[config.mk]
export PLATFORM = sky130hd
export DESIGN_NAME = pcm_to_dac_auto_gain_limiter_flat
export DESIGN_NICKNAME = d
export VERILOG_FILES = /design/src/rtl/pdagl_pkg.sv /design/src/rtl/pdagl_channels.sv /design/src/rtl/pcm_to_dac_auto_gain_limiter.sv /design/src/flat_wrapper.sv
export SDC_FILE = /design/constraint.sdc
export NUM_CORES = 1
export LEC_CHECK = 0
export BUFFER_PORTS_ARGS = -buffer_cell sky130_fd_sc_hd__buf_2
export CORE_MARGIN = 3
export CORE_UTILIZATION = 65
export CTS_CLUSTER_SIZE = 25
export DETAILED_ROUTE_END_ITERATION = 10
export PLACE_DENSITY = 0.82
export RECOVER_POWER = 25
export REMOVE_ABC_BUFFERS = 1
export SLEW_MARGIN = 20
export SYNTH_ARGS = -nofsm -noshare
export SYNTH_HDL_FRONTEND = slang
export SYNTH_SLANG_ARGS = --single-unit
[constraint.sdc]
create_clock -name clk -period 30.2 [get_ports clk]
set_input_delay 1.51 -clock clk [delete_from_list [all_inputs] [get_ports clk]]
set_output_delay 1.51 -clock clk [all_outputs]
set_load 0.03 [all_outputs]
[src/rtl/pdagl_pkg.sv]
// shared constants and types for the pcm to dac gain limiter
package pdagl_pkg;

    // fixed field widths
    localparam int unsigned PCM_W        = 16;
    localparam int unsigned GAIN_W       = 6;
    localparam int unsigned DAC_BITS_DEF = 12;

    // gain after reset, in tenths
    localparam logic [GAIN_W-1:0] GAIN_RESET = 6'd18;

    // copy count held as copies minus one
    localparam int unsigned LEFT_W = 2;

    // sample modes, the last one gives no result
    typedef enum logic [1:0] {
        MODE_STEREO = 2'd0,
        MODE_DUP2   = 2'd1,
        MODE_DUP4   = 2'd2,
        MODE_UNUSED = 2'd3
    } mode_t;

endpackage

[src/rtl/pdagl_channels.sv]
// valid/ready channel interfaces for pcm input items and dac result items
interface pdagl_pcm_if;
    import pdagl_pkg::*;

    logic                     valid;
    logic                     ready;
    logic signed [PCM_W-1:0]  pcm_sample;
    logic [1:0]               mode;

    modport source (output valid, output pcm_sample, output mode, input ready);
    modport sink   (input valid, input pcm_sample, input mode, output ready);
endinterface

interface pdagl_dac_if #(
    parameter int unsigned DAC_BITS = pdagl_pkg::DAC_BITS_DEF
);
    logic                 valid;
    logic                 ready;
    logic [DAC_BITS-1:0]  dac_code;
    logic                 clipped;
    logic                 last_copy;

    modport source (output valid, output dac_code, output clipped, output last_copy,
                    input ready);
    modport sink   (input valid, input dac_code, input clipped, input last_copy,
                    output ready);
endinterface

[src/rtl/pcm_to_dac_auto_gain_limiter.sv]
// pcm to dac converter with running gain limiter, three register stages
// the first result of an item is shown from the output register, after the item has passed
// the input and stage two registers; one item per cycle in stereo mode while the output port
//   is ready, while in the duplicating modes it sends each copy in its own cycle and holds new items back
// the gain multiply, clamp and gain decrement are all worked out in stage two
// reset (async, active low) empties all stages and loads the gain with 18 tenths
module pcm_to_dac_auto_gain_limiter #(
    parameter int unsigned DAC_BITS = pdagl_pkg::DAC_BITS_DEF
) (
    input  logic                        clk,
    input  logic                        rst_n,
    input  logic                        cfg_we,
    input  logic [pdagl_pkg::GAIN_W-1:0] cfg_wdata,
    pdagl_pcm_if.sink                   pcm_in,
    pdagl_dac_if.source                 dac_out
);
    import pdagl_pkg::*;

    // derived widths and constants
    localparam int unsigned MW   = PCM_W + DAC_BITS - 1;   // |sample| * scale
    localparam int unsigned RN   = MW + 4;                 // reciprocal shift
    localparam int unsigned RW   = MW + 1;                 // reciprocal width
    localparam int unsigned MQW  = MW - 3;                 // quotient by ten
    localparam int unsigned XW   = MQW + GAIN_W + 1;       // scaled sum
    localparam int unsigned QW   = XW - 16;                // after / 65536
    localparam int unsigned VW   = DAC_BITS + 5;           // signed code
    localparam logic [RW-1:0] RECIP = RW'(((64'd1 << RN) + 64'd9) / 64'd10);
    localparam logic [DAC_BITS-1:0] SCALE   = DAC_BITS'((1 << (DAC_BITS - 1)) - 1);
    localparam logic [DAC_BITS-1:0] DAC_MAX = DAC_BITS'((1 << DAC_BITS) - 1);

    // stage one: input register
    logic                    s1_valid_reg;
    logic signed [PCM_W-1:0] s1_pcm_reg;
    mode_t                   s1_mode_reg;

    // stage two: split magnitude, gain loop
    logic                    s2_valid_reg;
    logic [MQW-1:0]          s2_mq_reg;
    logic [3:0]              s2_mr_reg;
    logic                    s2_neg_reg;
    mode_t                   s2_mode_reg;

    // output register
    logic                    out_valid_reg;
    logic [DAC_BITS-1:0]     out_code_reg;
    logic                    out_clip_reg;
    logic [LEFT_W-1:0]       out_left_reg;

    // gain state
    logic [GAIN_W-1:0]       gain_reg;
    logic [GAIN_W-1:0]       gain_next;

    // handshake control
    logic in_fire;
    logic out_fire;
    logic out_free;
    logic s1_go;
    logic s2_go;

    assign out_fire = out_valid_reg & dac_out.ready;
    assign out_free = ~out_valid_reg | (out_fire & (out_left_reg == '0));
    assign s2_go    = s2_valid_reg & out_free;
    assign s1_go    = s1_valid_reg & (~s2_valid_reg | out_free);
    assign pcm_in.ready = ~s1_valid_reg | ~s2_valid_reg | out_free;
    assign in_fire  = pcm_in.valid & pcm_in.ready;

    // stage one math: magnitude times scale, then split by ten
    logic                 s1_neg;
    logic [PCM_W-1:0]     s1_mag;
    logic [MW-1:0]        s1_m;
    logic [MW+RW-1:0]     s1_prod;
    logic [MQW-1:0]       s1_mq;
    logic [MW-1:0]        s1_mq10;
    logic [3:0]           s1_mr;

    always_comb
    begin
        s1_neg  = s1_pcm_reg[PCM_W-1];
        s1_mag  = s1_neg ? (~s1_pcm_reg + 1'b1) : s1_pcm_reg;
        s1_m    = (MW'(s1_mag) << (DAC_BITS - 1)) - MW'(s1_mag);
        s1_prod = (MW+RW)'(s1_m) * (MW+RW)'(RECIP);
        s1_mq   = s1_prod[RN +: MQW];
        s1_mq10 = (MW'(s1_mq) << 3) + (MW'(s1_mq) << 1);
        s1_mr   = 4'(s1_m - s1_mq10);
    end

    // stage two math: gain product, divide, offset and clamp
    logic [9:0]               s2_rg;
    logic [17:0]              s2_rg_scaled;
    logic [GAIN_W-1:0]        s2_u;
    logic [XW-1:0]            s2_x;
    logic [QW-1:0]            s2_q;
    logic [VW-1:0]            s2_qx;
    logic signed [VW-1:0]     s2_term;
    logic signed [VW-1:0]     s2_v;
    logic [DAC_BITS-1:0]      s2_offset;
    logic [LEFT_W-1:0]        s2_left;
    logic                     s2_clip_hi;
    logic                     s2_clip_lo;
    logic                     s2_clip;
    logic [DAC_BITS-1:0]      s2_code;

    always_comb
    begin
        case (s2_mode_reg)
            MODE_STEREO:
            begin
                s2_offset = SCALE;
                s2_left   = LEFT_W'(0);
            end
            MODE_DUP2:
            begin
                s2_offset = SCALE + 1'b1;
                s2_left   = LEFT_W'(1);
            end
            MODE_DUP4:
            begin
                s2_offset = SCALE + 1'b1;
                s2_left   = LEFT_W'(3);
            end
            default:
            begin
                s2_offset = SCALE;
                s2_left   = LEFT_W'(0);
            end
        endcase
    end

    always_comb
    begin
        // remainder share: floor(mr * gain / 10) by reciprocal 205 / 2048
        s2_rg        = 10'(s2_mr_reg) * 10'(gain_reg);
        s2_rg_scaled = 18'(s2_rg) * 18'd205;
        s2_u         = GAIN_W'(s2_rg_scaled >> 11);
        s2_x         = XW'(s2_mq_reg) * XW'(gain_reg) + XW'(s2_u);
        s2_q         = s2_x[XW-1:16];
        s2_qx        = VW'(s2_q);
        s2_term      = s2_neg_reg ? -$signed(s2_qx) : $signed(s2_qx);
        s2_v         = $signed(VW'(s2_offset)) + s2_term;
        s2_clip_hi   = s2_v > $signed(VW'(DAC_MAX));
        s2_clip_lo   = s2_v < $signed(VW'(0));
        s2_clip      = s2_clip_hi | s2_clip_lo;
        if (s2_clip_hi)
        begin
            s2_code = DAC_MAX;
        end
        else if (s2_clip_lo)
        begin
            s2_code = '0;
        end
        else
        begin
            s2_code = s2_v[DAC_BITS-1:0];
        end
    end

    // running gain: load on write, else one tenth down per clamped item, never below zero
    always_comb
    begin
        gain_next = gain_reg;
        if (cfg_we)
        begin
            gain_next = cfg_wdata;
        end
        else if (s2_go && s2_clip && (gain_reg != '0))
        begin
            gain_next = gain_reg - 1'b1;
        end
    end

    // control registers
    always_ff @(posedge clk or negedge rst_n)
    begin
        if (!rst_n)
        begin
            s1_valid_reg  <= 1'b0;
            s2_valid_reg  <= 1'b0;
            out_valid_reg <= 1'b0;
            out_left_reg  <= '0;
            gain_reg      <= GAIN_RESET;
        end
        else
        begin
            gain_reg <= gain_next;
            if (in_fire)
            begin
                // the unused mode drops here and gives no result
                s1_valid_reg <= (pcm_in.mode != MODE_UNUSED);
            end
            else if (s1_go)
            begin
                s1_valid_reg <= 1'b0;
            end
            if (s1_go)
            begin
                s2_valid_reg <= 1'b1;
            end
            else if (s2_go)
            begin
                s2_valid_reg <= 1'b0;
            end
            if (s2_go)
            begin
                out_valid_reg <= 1'b1;
                out_left_reg  <= s2_left;
            end
            else if (out_fire)
            begin
                if (out_left_reg == '0)
                begin
                    out_valid_reg <= 1'b0;
                end
                else
                begin
                    out_left_reg <= out_left_reg - 1'b1;
                end
            end
        end
    end

    // payload registers
    always_ff @(posedge clk)
    begin
        if (in_fire)
        begin
            s1_pcm_reg  <= pcm_in.pcm_sample;
            s1_mode_reg <= mode_t'(pcm_in.mode);
        end
        if (s1_go)
        begin
            s2_mq_reg   <= s1_mq;
            s2_mr_reg   <= s1_mr;
            s2_neg_reg  <= s1_neg;
            s2_mode_reg <= s1_mode_reg;
        end
        if (s2_go)
        begin
            out_code_reg <= s2_code;
            out_clip_reg <= s2_clip;
        end
    end

    // output port
    assign dac_out.valid     = out_valid_reg;
    assign dac_out.dac_code  = out_code_reg;
    assign dac_out.clipped   = out_clip_reg;
    assign dac_out.last_copy = (out_left_reg == '0);

endmodule
[src/flat_wrapper.sv]
// flat-port wrapper written by rule: the top's interface ports become plain ports
module pcm_to_dac_auto_gain_limiter_flat import pdagl_pkg::*;
#(
    parameter int unsigned DAC_BITS = pdagl_pkg::DAC_BITS_DEF
)
  (clk, rst_n, cfg_we, cfg_wdata, pcm_in_valid, pcm_in_pcm_sample, pcm_in_mode, pcm_in_ready, dac_out_valid, dac_out_dac_code, dac_out_clipped, dac_out_last_copy, dac_out_ready);
  pdagl_pcm_if pcm_in_i ();
  pdagl_dac_if #(.DAC_BITS(DAC_BITS)) dac_out_i ();
  input  logic clk;
  input  logic rst_n;
  input  logic cfg_we;
  input  logic [pdagl_pkg::GAIN_W-1:0] cfg_wdata;
  input wire logic [$bits(pcm_in_i.valid)-1:0] pcm_in_valid;
  input wire logic [$bits(pcm_in_i.pcm_sample)-1:0] pcm_in_pcm_sample;
  input wire logic [$bits(pcm_in_i.mode)-1:0] pcm_in_mode;
  output wire logic [$bits(pcm_in_i.ready)-1:0] pcm_in_ready;
  output wire logic [$bits(dac_out_i.valid)-1:0] dac_out_valid;
  output wire logic [$bits(dac_out_i.dac_code)-1:0] dac_out_dac_code;
  output wire logic [$bits(dac_out_i.clipped)-1:0] dac_out_clipped;
  output wire logic [$bits(dac_out_i.last_copy)-1:0] dac_out_last_copy;
  input wire logic [$bits(dac_out_i.ready)-1:0] dac_out_ready;
  assign pcm_in_i.valid = pcm_in_valid;
  assign pcm_in_i.pcm_sample = pcm_in_pcm_sample;
  assign pcm_in_i.mode = pcm_in_mode;
  assign pcm_in_ready = pcm_in_i.ready;
  assign dac_out_valid = dac_out_i.valid;
  assign dac_out_dac_code = dac_out_i.dac_code;
  assign dac_out_clipped = dac_out_i.clipped;
  assign dac_out_last_copy = dac_out_i.last_copy;
  assign dac_out_i.ready = dac_out_ready;
  pcm_to_dac_auto_gain_limiter #(.DAC_BITS(DAC_BITS)) u_core (.clk(clk), .rst_n(rst_n), .cfg_we(cfg_we), .cfg_wdata(cfg_wdata), .pcm_in(pcm_in_i), .dac_out(dac_out_i));
endmodule
==> flow_summary.toml <==
[cells_and_area]
drive_gt1_frac = 0.05337
fin_area_um2 = 21290
syn_to_final_growth_pct = 4.553
nets = 2912
n_antenna_cell = 0
largest_reg_flops = 24

[clock_tree]
clockRootBuffer = "clkbuf_16"
ctsResizeCount = 0
tritoncts = "built"
worst_skew_pair.late_latency_ps = 370
numCtsBuffers = 9
clockBufferDepth = 2
cts.sink_count = 73
h-tree-depth = 3
postCtsSetupBuffers = 0
clk_pin_slew_ps = 70
ctsHoldBuffers = 0

[logic_synthesis]
ys_top_cells_by_count = "inv_1 (501), ha_1 (369), fa_1 (308)"
synth_top_area_frac = 0.3028
synth_area_leaders = "fa_1 (30%), ha_1 (23%), inv_1 (9.2%), edfxtp_1 (9.1%), nand2_1 (3.8%)"
netlist_area_um2 = 20360
syn_inst = 2173
yosysUniqueCellTypes = 93
ys_warn_count = 0
synth_edf_count = 62
synth_most_common_cell = "inv_1"
ys_seq_elements = 73
yosysSeqAreaShare = 0.1051
yosysTopAreaCell = "fa_1"
async_reset_ff_frac = 0.1507
postSynthAreaPerCell_um2 = 9.370
synthFlopType = "edfxtp_1"

[grt]
antenna_found_initial = 0
grt_usage = 0.2836
grt_max_degree = 33
grt_pass1_wl_um = 76450
first_global_vias = 16080
overflow = 0

[floorplanning]
placementRows = 64
initial_core_util = 0.6622
dieArea_um2 = 33490
die_h_um = 183.0
die_w_um = 183.0
core_um2 = 30750
ios = 45

[drt]
wire_per_inst_um = 17.45
vias_per_cell = 5.762
drtPass1Iterations = 6
drt-total-wl_um = 45500
num_vias = 15020
drc = 0
drt_iter0_markers = 755
ant_nets = 0

[placed_design]
hpwlAfterDp_um = 39840
port_buffers = 44
place_congestion = 1.037
place_area_um2 = 21010
dp_slack_ps = 16860

[critical_path]
cpPeakStageDelay_ps = 560
path_max_fanout = 29
required_ps = 30290
cp-start-kind = "flip-flop"
crit_type = "reg -> reg"
cp.arrival_ps = 13550
endpoint_kind = "flip-flop"
crit_path_frequent_cell = "fa_1"
crit_slowest_cell = "fa_1"

[timing]
period_share = 0.4456
fmax_mhz = 74.31
fin_crit_ps = 13460
worst_pin_slew_ps = 931.9
maxSlewViolCount = 0
setup_viol_count_final = 0
rsz0062_at_grt = "no"
slew_headroom = 0.3766
finalSetupTns_ps = 0
setup_slack_ps = 16740
final_hold_viol_count = 0
finalClockSkew_ps = 18.97

[run_status]
status = "complete, no violations"

[flow_run]
drv_cap = 0

[hold_path]
hold_path_class = "reg -> reg"
area by class of cell:
cell class / instances / area, um2
timing repair buffer: 53 / 284.0
clock buffer: 9 / 225.2
inverter: 501 / 1881
multi-input combinational: 1568 / 16200
clock inverter: 7 / 61.31
sequential: 73 / 2140
tap: 396 / 495.5
fill: 2325 / 9460
routing by layer:
layer  up-vias  share of wire  routed length, um  track usage
met5         -              0                  0            0
met4         0          0.049               2234       0.1316
met3       115          0.039               1758      0.03173
met2       410           0.51              23320       0.5117
met1      7398           0.40              18190       0.3414
li1       7099              -                  -            -
path summary, 6_finish.rpt:
check                                                                end                             from  cells after the start  slack (ps)
min in group asynchronous                 u_core.gain_reg[5]$_DFFE_PN0P_                            rst_n                      1        1170
worst min-delay path                     u_core.s2_mode_reg[1]$_DFFE_PP_  u_core.s1_mode_reg[1]$_DFFE_PP_                      0         430
worst max-delay path            u_core.dac_out.dac_code[1]$_SDFFCE_PP1P_   u_core.gain_reg[1]$_DFFE_PN1P_                     55       16740
max in group asynchronous                u_core.s1_valid_reg$_DFFE_PN0P_                            rst_n                      1       28590
worst max register to register  u_core.dac_out.dac_code[1]$_SDFFCE_PP1P_   u_core.gain_reg[1]$_DFFE_PN1P_                     55       16740
worst min register to register           u_core.s2_mode_reg[1]$_DFFE_PP_  u_core.s1_mode_reg[1]$_DFFE_PP_                      0         430
critical path: cells and delay by family, from the launching register on:
family	cells	cell delay [ps]
flops	1	510
compound gates	23	4180
mux	1	310
buf+inv	8	710
simple gates	9	1650
xor+xnor	3	870
fa+ha+maj	11	4920
cells in the final DEF (no fill, tap or decap), drive strengths merged, types with 5 or more instances in the layout:
cell type  instances
a21boi             5
a21o              49
a21oi             81
a31oi             10
and2              47
and3              12
buf               50
clkbuf            12
dfrtp              9
edfxtp            62
fa               308
ha               369
inv              504
nand2            206
nand2b            17
nand3             33
nand4             17
nor2              56
nor2b             11
nor3              29
nor4               7
o211ai             9
o21a              18
o21ai             56
o21bai             7
o31ai              8
or2               13
or3               13
or4                5
xnor2             66
xor2              44
metrics by stage:
| step | std cells | hold slack, ps | utilization |
|---|---|---|---|
| 4_1_cts | 2607 | 436.1 | 0.6925 |
| 3_5_place_dp | 2591 | 420.8 | 0.6831 |
| 3_3_place_gp | 2591 | 403.1 | 0.6831 |
| 2_1_floorplan | 2142 | 400.3 | - |
| 6_report | 2607 | 431.6 | 0.6923 |
| 5_1_grt | 2607 | 435.9 | 0.6923 |
cells by family (layout without fill, tap and decap cells):
logic type	Yosys count	in the layout	synth area share
flip-flops	73	73	0.1051
multiplexers	3	3	0.001720
AND/OR/NAND/NOR	485	485	0.1183
adder cells (fa/ha/maj)	677	677	0.5296
XOR/XNOR	110	110	0.04768
AO/OA/AOI/OAI	293	293	0.09850
buffers and inverters	532	570	0.09918
Power is left out: the tool's default activity adds up to more than one toggle a clock period on the data nets, which glitch-free logic cannot reach.
